## config.mk

```make
export PLATFORM = sky130hd
export DESIGN_NAME = pon_ctrl
export DESIGN_NICKNAME = d
export VERILOG_FILES = /design/src/rtl/pon_pkg.sv /design/src/rtl/pon_ctrl.sv
export SDC_FILE = /design/constraint.sdc
export NUM_CORES = 1
export LEC_CHECK = 0
export ABC_AREA = 1
export CAP_MARGIN = 20
export CORE_UTILIZATION = 50
export DETAILED_ROUTE_END_ITERATION = 16
export DONT_BUFFER_PORTS = 1
export GPL_TIMING_DRIVEN = 0
export HOLD_SLACK_MARGIN = 0.1
export PLACE_DENSITY_LB_ADDON = 0.08
export SYNTH_ARGS = -nofsm -noshare
export SYNTH_HDL_FRONTEND = slang
export SYNTH_SLANG_ARGS = --single-unit
```

## constraint.sdc

```tcl
create_clock -name clk -period 1.8 [get_ports clk]
set_input_delay 0.09 -clock clk [delete_from_list [all_inputs] [get_ports clk]]
set_output_delay 0.09 -clock clk [all_outputs]
set_load 0.02 [all_outputs]
```

## src/rtl/pon_pkg.sv

```systemverilog
// shared types and constants for the octave gradient noise block
package pon_pkg;

	localparam int FB = 16;

	typedef enum logic [0:0] {
		REG_OCTAVE_COUNT = 1'b0,
		REG_UNIT_OUTPUT  = 1'b1
	} reg_idx_t;

	typedef enum logic [3:0] {
		ST_IDLE,
		ST_FADE,
		ST_H0,
		ST_H1,
		ST_H2,
		ST_H3,
		ST_H4,
		ST_H5,
		ST_GRAD,
		ST_LERP,
		ST_ACC,
		ST_DONE
	} state_t;

	typedef struct packed {
		logic       load;
		logic       fade;
		logic [3:0] hstep;
		logic       hrun;
		logic [2:0] gidx;
		logic       grun;
		logic [2:0] lidx;
		logic       lrun;
		logic       acc;
		logic       fin;
	} cmd_t;

endpackage

```

## src/rtl/pon_ctrl.sv

```systemverilog
// sequencer for the noise datapath
module pon_ctrl import pon_pkg::*; (
	input  logic       clk,
	input  logic       arst_n,
	input  logic       start,
	input  logic [4:0] octs,
	input  logic       out_free,
	output logic       busy,
	output cmd_t       cmd
);
	state_t     state_q, state_d;
	logic [3:0] sub_q, sub_d;
	logic [4:0] oct_q, oct_d;

	always_ff @(posedge clk or negedge arst_n) begin
		if (!arst_n) begin
			state_q <= ST_IDLE;
			sub_q <= '0;
			oct_q <= '0;
		end else begin
			state_q <= state_d;
			sub_q <= sub_d;
			oct_q <= oct_d;
		end
	end

	always_comb begin
		state_d = state_q;
		sub_d = sub_q;
		oct_d = oct_q;
		unique case (state_q)
			ST_IDLE: begin
				oct_d = '0;
				sub_d = '0;
				if (start) state_d = (octs == 5'd0) ? ST_DONE : ST_FADE;
			end
			ST_FADE: begin
				sub_d = sub_q + 4'd1;
				if (sub_q == 4'd11) begin
					sub_d = '0;
					state_d = ST_H0;
				end
			end
			ST_H0, ST_H1, ST_H2, ST_H3, ST_H4, ST_H5: begin
				sub_d = sub_q + 4'd1;
				if (sub_q == 4'd13) begin
					sub_d = '0;
					state_d = ST_GRAD;
				end
			end
			ST_GRAD: begin
				sub_d = sub_q + 4'd1;
				if (sub_q == 4'd7) begin
					sub_d = '0;
					state_d = ST_LERP;
				end
			end
			ST_LERP: begin
				sub_d = sub_q + 4'd1;
				if (sub_q == 4'd13) begin
					sub_d = '0;
					state_d = ST_ACC;
				end
			end
			ST_ACC: begin
				oct_d = oct_q + 5'd1;
				state_d = (oct_q + 5'd1 == octs) ? ST_DONE : ST_FADE;
			end
			ST_DONE: if (out_free) state_d = ST_IDLE;
			default: state_d = ST_IDLE;
		endcase
	end

	always_comb begin
		cmd = '0;
		busy = (state_q != ST_IDLE);
		cmd.load = (state_q == ST_IDLE) && start;
		unique case (state_q)
			ST_FADE: begin
				cmd.fade = 1'b1;
				cmd.hstep = sub_q;
			end
			ST_H0, ST_H1, ST_H2, ST_H3, ST_H4, ST_H5: begin
				cmd.hrun = 1'b1;
				cmd.hstep = sub_q;
			end
			ST_GRAD: begin
				cmd.grun = 1'b1;
				cmd.gidx = sub_q[2:0];
			end
			ST_LERP: begin
				cmd.lrun = 1'b1;
				cmd.lidx = sub_q[3:1];
				cmd.hstep = sub_q;
			end
			ST_ACC: cmd.acc = 1'b1;
			ST_DONE: cmd.fin = out_free;
			default: ;
		endcase
	end
endmodule

```

Word level (Yosys, flattened, before mapping)
Index checks and enable logic that the tools add are counted.
{ "word_totals": {"reg_bits": 13, "latch_bits": 0, "ramBits": 0, "romBits": 0, "output_inout_bits": 18, "memories": 0} }
{ "classes": {"n_addsub": 2, "mul": 0, "n_div": 0, "magnitude_cmp": 0, "n_eq_ne": 21, "shifts": 0, "n_mux": 21, "bitwise_logic": 0, "n_reduce_logical": 10} }
{ "ops": {"columns": ["cell", "count"], "rows": [
  ["2-to-1 mux 4 bit", 14],
  ["case mux 4 bit (7 select lines)", 1],
  ["equality test 4 bit, second input constant", 6],
  ["equality test 4 x 3 -> 1 bit, second input constant", 5],
  ["case mux 4 bit (4 select lines)", 1],
  ["inequality test 2 bit, second input constant", 6],
  ["case mux 5 bit (2 select lines)", 1],
  ["equality test 4 x 2 -> 1 bit, second input constant", 2],
  ["nonzero test 4 bit", 2],
  ["OR reduction 8 bit", 1],
  ["OR reduction 7 bit", 1],
  ["AND reduction 6 bit", 1],
  ["OR reduction 6 bit", 1],
  ["adder 5 x 1 -> 5 bit, second input constant", 1],
  ["equality test 5 bit", 1],
  ["logical NOT 5 bit", 1],
  ["adder 4 x 1 -> 4 bit, second input constant", 1],
  ["equality test 4 x 1 -> 1 bit, second input constant", 1],
  ["logical NOT 4 bit", 1],
  ["2-to-1 mux 1 bit", 4],
  ["nonzero test 2 bit", 1],
  ["logical AND 1 bit", 1]
]} }

Depth between registers and ports, before layout
Gate-level depths: netlist of the first run.
{ "depth": {"word_depth": 4, "depth_mapped": 11, "depth_no_buf": 11} }

Worst setup path after synthesis of the first run
Ideal clock, no wire load.
{ "synth_path": {"path_type": "flip-flop to flip-flop", "from": "register state_q[1]", "to": "register state_q[0]", "setup_time_ns": 0.127, "arrival_ns": 1.304, "slack_ns": 0.369, "path_stages_with_launch": 9, "n_path_buf": 0, "period_less_slack_ns": 1.431, "cell_sequence": "dfrtp_1 > inv_1 > nand2_1 > nor2_1 > nand2_1 > nand3_2 > nor2_2 > nand3_1 > o21ai_0"} }
{ "synth_between": {"elab_chain_len": 4} }
{ "synth_lines": {"columns": ["item", "line", "text"], "rows": [
  ["start: declaration", "pon_ctrl.sv:11", "state_t state_q, state_d;"],
  ["start signal: assignment", "pon_ctrl.sv:21", "state_q <= state_d;"],
  ["equality test 4 x 2 -> 1 bit / equality test 4 x 3 -> 1 bit (equally long branches)", "pon_ctrl.sv:31", "unique case (state_q)"],
  ["OR reduction 6 bit", null, null],
  ["inequality test 2 bit (no line)", null, null],
  ["AND reduction 6 bit (no line)", null, null]
]} }
Parallel ways exist; a longest one is shown, timed or not.
A chain may end at the register's enable or synchronous reset.

==> metrics.md, run 1 <==
| Metric | Value |
|---|---|
| Hold wc startpoint | start |
| NumNets Final | 165 |
| Commonest cells after routing, fill and taps aside | nand2_1 (33), inv_1 (25), nor2_1 (19), nand3_1 (19), dfrtp_1 (12) |
| Layout Utilization | 58.49% |
| First-pass GRT wire length | 3325 um |
| Status | finished, final reports clean |
| Maxcap violations | 0 |
| Placeable Area | 1745 um^2 |
| Static leakage | 0.5404 nW |
| Final Max Tran Viols | 0 |
| Syn Nets | approximately 160 |
| Initial Utilization | between 50% and 60% |
| Critical Path Slowest Stage Cell | dfrtp_1 |
| Tot Pwr | 1.541 mW |
| CTS tree | done |
| Hpwl dp | 1655 um |
| Routed vias | 923 |
| Total wire length | 2061 um |
| Top Ports | 27 |
| Routed Antenna Nets | 0 |
| Worst Max-Slew Pin Slew | roughly 0.65 ns |
| Crit path max-delay family | simple AND/OR/NAND/NOR gates |
| Slowest stage delay, CP | 0.47 ns |
| Port bufs | 0 |
| Initial antenna violation count | 0 |
| Routed WL per cell | 11.71 um |
| Die H | 45.38 um |
| Reg clk slew, reported paths | approximately 0.070 ns |
| DR pass1 iterations | 4 |
| Flop2flop setup slack | ~0.20 ns |
| Reg2reg path depth | 7 |
| H-tree depth | 1 |
| CP required | 1.71 ns |
| Cell count after synthesis | 146 |
| GPL Wtd Cong | 0.9086 |
| Die area | 2059 um^2 |
| Synth area leaders | dfrtp_1 (32%), nand2_1 (13%), nand3_1 (10%) |
| Row cnt | 15 |
| N_diodes | 0 |
| CP startpoint kind | register |
| Sequential fraction of the synthesis area | between 30% and 40% |
| Worst min-delay path endpoint | state_q[3]$_DFFE_PN0P_ |
| Buf/Inv on CP | 2 |
| RSZ-0062 raised after global routing | true |
| Detailed Route Iter0 Violations | 17 |
| Total CTS buffers | 3 |
| Post-CTS Setup Bufs | 0 |
| Mapped Avg Cell Area | 6.445 um^2 |
| Layout area overhead | 8.511% |
| FILL cells | 168 |
| GRT Total Usage | 22.28% |
| Hold Path Depth | 4 |
| Most common cell after layout, fill and taps aside | nand2_1 |
| Crit path DAT | about 1.6 ns |
| Tcrit/Tclk final | between 90% and 100% |
| Crit path max fanout | 7 |
| Minimum clock period | 1.692 ns |
| CP cell instances | nand2_2 > inv_1 > nor2_1 > inv_1 > nor2_1 |
| Vias in the first global route | 786 |
| Yosys top cell area share | 31.91% |
| Max IR drop VDD | roughly 0.0012 V |
| Worst min path class | primary input to register |
| Hold Fails Final Rpt | 0 |
| Worst Setup Path Type | register to output pin |
| Worst Clk Skew | 0.007980 ns |
| Final hold slack | 0.2061 ns |
| Seq cells post-synth | 12 |
| Fin worst setup slack | 0.1084 ns |
| CTS root buffer | clkbuf_4 |
| Synth Cell Area | 940.9 um^2 |
| Clk sink count | 12 |
| FF-to-FF Start | state_q[0]$_DFFE_PN0P_ |
| Clk_lat worst skew | roughly 0.27 ns |
| PD cells | 1509 nW/um^2 |
| Worst setup EP type | output pin |
| Final setup violation count | 0 |
| Vias per cell | approximately 5.2 |
| Yosys top cell by area | dfrtp_1 |
| F_max | 591.2 MHz |
| Largest net degree at the start of global routing | 13 |
| YS warnings | 0 |
| Share of layout cells above drive strength 1 | under 10% |
| Max_slew headroom | 56.39% |
| Clk buf depth | 2 |
| Critical R2R Capture | state_q[0]$_DFFE_PN0P_ |
| # DRC | 0 |
| Total gr overflow | 0 |
| Distinct cells, synth | 19 |
| Setup WS pre-CTS | 0.2189 ns |
| Die width | between 40 and 50 um |
## worst register-to-register path: cells and delay by family (launching register included)
kind	cells	cell delay [ns]
DFF	1	0.50
and+or+nand+nor	6	0.91
AOI/OAI and AO/OA	1	0.07
## cell families after synthesis
| family | count (synthesis) | synth area share [%] |
|---|---|---|
| compound gates | 13 | 7.313 |
| buf+inv | 27 | 10.90 |
| xor+xnor | 3 | 2.793 |
| fa+ha+maj | 4 | 5.319 |
| simple gates | 87 | 41.75 |
| flops | 12 | 31.92 |
## state kept, by name (all words and copies together), names as in the netlist
register	flops
oct_q	5
sub_q	4
state_q	3
## power breakdown
part           switching [mW]  total [mW]  internal (mW)
registers               0.117       0.465          0.348
logic                   0.622       0.864          0.242
clock network          0.0882       0.211          0.123
## layout make-up
cell class | instances | area (um^2) | area share (%)
well taps | 25 | 31.28 | 3.064
flip-flops and latches | 12 | 300.3 | 29.41
repair buffers | 1 | 10.01 | 0.9804
clock buffers | 4 | 36.28 | 3.554
plain buffers | 1 | 5.005 | 0.4902
inverters | 26 | 97.59 | 9.559
multi-input cells | 107 | 540.5 | 52.94
## synthesized netlist by cell type, drive strengths merged
| cell | count |
|---|---|
| xnor2 | 1 |
| o22ai | 3 |
| nor2 | 23 |
| xor2 | 2 |
| o21ai | 7 |
| a21oi | 3 |
| nor3 | 3 |
| inv | 26 |
| buf | 1 |
| ha | 4 |
| nand4 | 5 |
| dfrtp | 12 |
| nand3 | 20 |
| nand2 | 36 |
## worst max path at each step
| stage | startpoint | end | slack, ns | depth (start not counted) |
|---|---|---|---|---|
| floorplan | state_q[1]$_DFFE_PN0P_ | state_q[0]$_DFFE_PN0P_ | 0.37 | 8 |
| global placement | state_q[1]$_DFFE_PN0P_ | state_q[0]$_DFFE_PN0P_ | 0.23 | 8 |
| detailed placement | state_q[0]$_DFFE_PN0P_ | state_q[0]$_DFFE_PN0P_ | 0.22 | 7 |
| CTS | state_q[0]$_DFFE_PN0P_ | cmd[16] | 0.11 | 3 |
| global route | state_q[3]$_DFFE_PN0P_ | cmd[13] | -0.03 | 5 |
| finish | state_q[3]$_DFFE_PN0P_ | cmd[13] | 0.11 | 5 |
## metal layers
| metal | global-route usage [%] | vias up | part of all wire (%) |
|---|---|---|---|
| li1 | - | 479 | - |
| met1 | 29.68 | 420 | 45 |
| met2 | 35.14 | 20 | 50 |
| met3 | 6.746 | 4 | 4.6 |
| met4 | 5.455 | 0 | 0.82 |
| met5 | 0 | - | 0 |
## per-stage QoR
step           cell area [um^2]  TNS (ns)  std cells
2_1_floorplan             940.9         0        146
3_3_place_gp              972.2         0        171
3_5_place_dp              972.2         0        171
4_1_cts                    1018         0        176
5_1_grt                    1021  -0.06825        176
6_report                   1021         0        176
## repair_timing
| action | in CTS | in global routing |
|---|---|---|
| setup endpoints to repair | 0 | 4 |
| endpoints found under the hold margin | 12 | 0 |
| hold buffers | 1 | 0 |
| gates resized for setup | 0 | 1 |
(Power assumes the default switching activity.)
==> inputs of run 2 (changes only) <==
--- a/config.mk
+++ b/config.mk
@@ -13,6 +13,7 @@
 export GPL_TIMING_DRIVEN = 0
 export HOLD_SLACK_MARGIN = 0.1
 export PLACE_DENSITY_LB_ADDON = 0.08
+export REMOVE_ABC_BUFFERS = 1
 export SYNTH_ARGS = -nofsm -noshare
 export SYNTH_HDL_FRONTEND = slang
 export SYNTH_SLANG_ARGS = --single-unit
==> run 2 against run 1 <==
  * Final cell count shrank 0.57%
  * Register-to-register slack got worse by 0.03 ns
  * Clock skew decreased by 0.0055 ns
  * Routed wire length rose by 6.9%
  * Clock power is 9% higher
  * Core utilization fell by 0.29 points
  * Die area unchanged
  * Largest cell class unchanged
==> metrics.md, run 2 (synthesis results as in run 1) <==
| Metric | Value |
|---|---|
| Tcrit/Tclk final | a little over nine tenths |
| Static leakage | 0.5349 nW |
| Crit path max fanout | 7 |
| Vias in the first global route | 784 |
| Initial antenna violation count | 0 |
| GPL Wtd Cong | 0.8769 |
| Total wire length | roughly 2200 um |
| Hpwl dp | 1703 um |
| H-tree depth | 1 |
| Worst setup EP type | output pin |
| CTS root buffer | clkbuf_4 |
| Detailed Route Iter0 Violations | 32 |
| Clk buf depth | 2 |
| Max IR drop VDD | between 0.001 and 0.0015 V |
| Maxcap violations | 0 |
| Vias per cell | 5.320 |
| Commonest cells after routing, fill and taps aside | nand2_1 (33), inv_1 (25), nor2_1 (19), nand3_1 (19), dfrtp_1 (12) |
| Worst Setup Path Type | register to output pin |
| GRT Total Usage | 24.15% |
| Switch Pwr | 849.9 uW |
| Die area | 2059 um^2 |
| NumNets Final | 164 |
| Hold Path Depth | 4 |
| F_max | ~590 MHz |
| Total CTS buffers | 3 |
| Die width | 45.38 um |
| Top Registers | oct_q x5, sub_q x4, state_q x3 |
| Power Internal | 713.1 uW |
| Max_slew headroom | 58.52% |
| CTS tree | done |
| Post-route cell area | 1016 um^2 |
| Port bufs | 0 |
| Die H | 45.38 um |
| Row cnt | 15 |
| Final Max Tran Viols | 0 |
| Most common cell after layout, fill and taps aside | nand2_1 |
| Routed Antenna Nets | 0 |
| Status | finished, final reports clean |
| Worst min path class | primary input to register |
| Clock share of power | 14.7% |
| Share of layout cells above drive strength 1 | between 8 and 9% |
| Reg2reg path depth | 9 |
| Clk_lat worst skew | 0.29 ns |
| Tot Pwr | 1.563 mW |
| Layout area overhead | 7.978% |
| Placeable Area | 1745 um^2 |
| CP startpoint kind | register |
| First-pass GRT wire length | 3477 um |
| Top reg by flops | oct_q |
| Largest net degree at the start of global routing | 13 |
| Worst Clk Skew | 0.002521 ns |
| Hold Fails Final Rpt | 0 |
| Post-CTS Setup Bufs | 0 |
| PD cells | around 1500 nW/um^2 |
| Top Ports | 27 |
| Routed vias | 931 |
| Max reg flops | 5 |
| Final setup violation count | 0 |
| CP required | 1.71 ns |
| Worst Max-Slew Pin Slew | 0.6175 ns |
| RSZ-0062 raised after global routing | true |
| Combinational share of power | 55.4% |
| # DRC | 0 |
| Switching Share | a little over half |
| Routed WL per cell | between 10 and 15 um |
| Dpl cell area | 967.2 um^2 |
| Total gr overflow | 0 |
| Crit path DAT | 1.61 ns |
| N_diodes | 0 |
| Reg clk slew, reported paths | 0.08 ns |
| Layout Utilization | just under 60% |
| Minimum clock period | about 1.7 ns |
| Clk sink count | 12 |
| Seq pwr share | 29.9% |
| DR pass1 iterations | 4 |
| Initial Utilization | 53.91% |
[run 2: through the flow]
stage               setup TNS, ns  instances  hold WS [ns]  worst slack (ns)
finish                          0        175        0.2107            0.1004
global route              -0.1527        175        0.2660          -0.04598
CTS                             0        175        0.2069           0.08032
detailed placement              0        170       -0.2053            0.2133
global placement                0        170       -0.2054            0.2450
floorplan                       0        145       -0.2056            0.3694
[run 2: final cells by class]
class	count	area (um^2)
fillers	195	729.5
multi-input cells	107	540.5
flip-flops and latches	12	300.3
inverters	26	97.59
clock buffers	4	36.28
well taps	25	31.28
repair buffers	1	10.01
[run 2: timing repair]
item                                   4_1_cts  5_1_grt
setup endpoints to repair                    0        5
resized for setup                            0        1
hold buffers                                 1        0
endpoints found under the hold margin       12        0
[run 2: worst paths after layout]
check	slack (ns)	from	endpoint
max	0.10	state_q[3]$_DFFE_PN0P_	cmd[11]
min	0.21	start	state_q[1]$_DFFE_PN0P_
max reg2reg	0.17	state_q[1]$_DFFE_PN0P_	state_q[3]$_DFFE_PN0P_
min reg2reg	0.60	state_q[1]$_DFFE_PN0P_	state_q[1]$_DFFE_PN0P_
max in group asynchronous	1.21	arst_n	state_q[3]$_DFFE_PN0P_
min in group asynchronous	0.22	arst_n	oct_q[4]$_DFFE_PN0P_
[run 2: per-layer routing]
| metal | GRT usage (%) | vias to the layer above | wire [um] |
|---|---|---|---|
| met1 | 34.99 | 429 | 1058 |
| met4 | 10.91 | 0 | 45 |
| li1 | - | 475 | - |
| met2 | 33.71 | 23 | 1005 |
| met5 | 0 | - | 0 |
| met3 | 5.556 | 4 | 94 |
[run 2: critical path, cell delays in order (launching register included)]
cell,delay (ns)
dfrtp_1,0.47
nand2_2,0.20
inv_1,0.11
nor2_1,0.14
inv_1,0.10
nor2_1,0.31
[run 2: power groups by stage]
stage	Combinational [mW]	Clock (mW)	Sequential, mW
2_1_floorplan	0.722	0	0.444
3_3_place_gp	0.833	0	0.467
3_5_place_dp	0.853	0	0.473
6_report	0.866	0.229	0.467
5_1_grt	0.986	0.247	0.481
4_1_cts	0.863	0.231	0.467
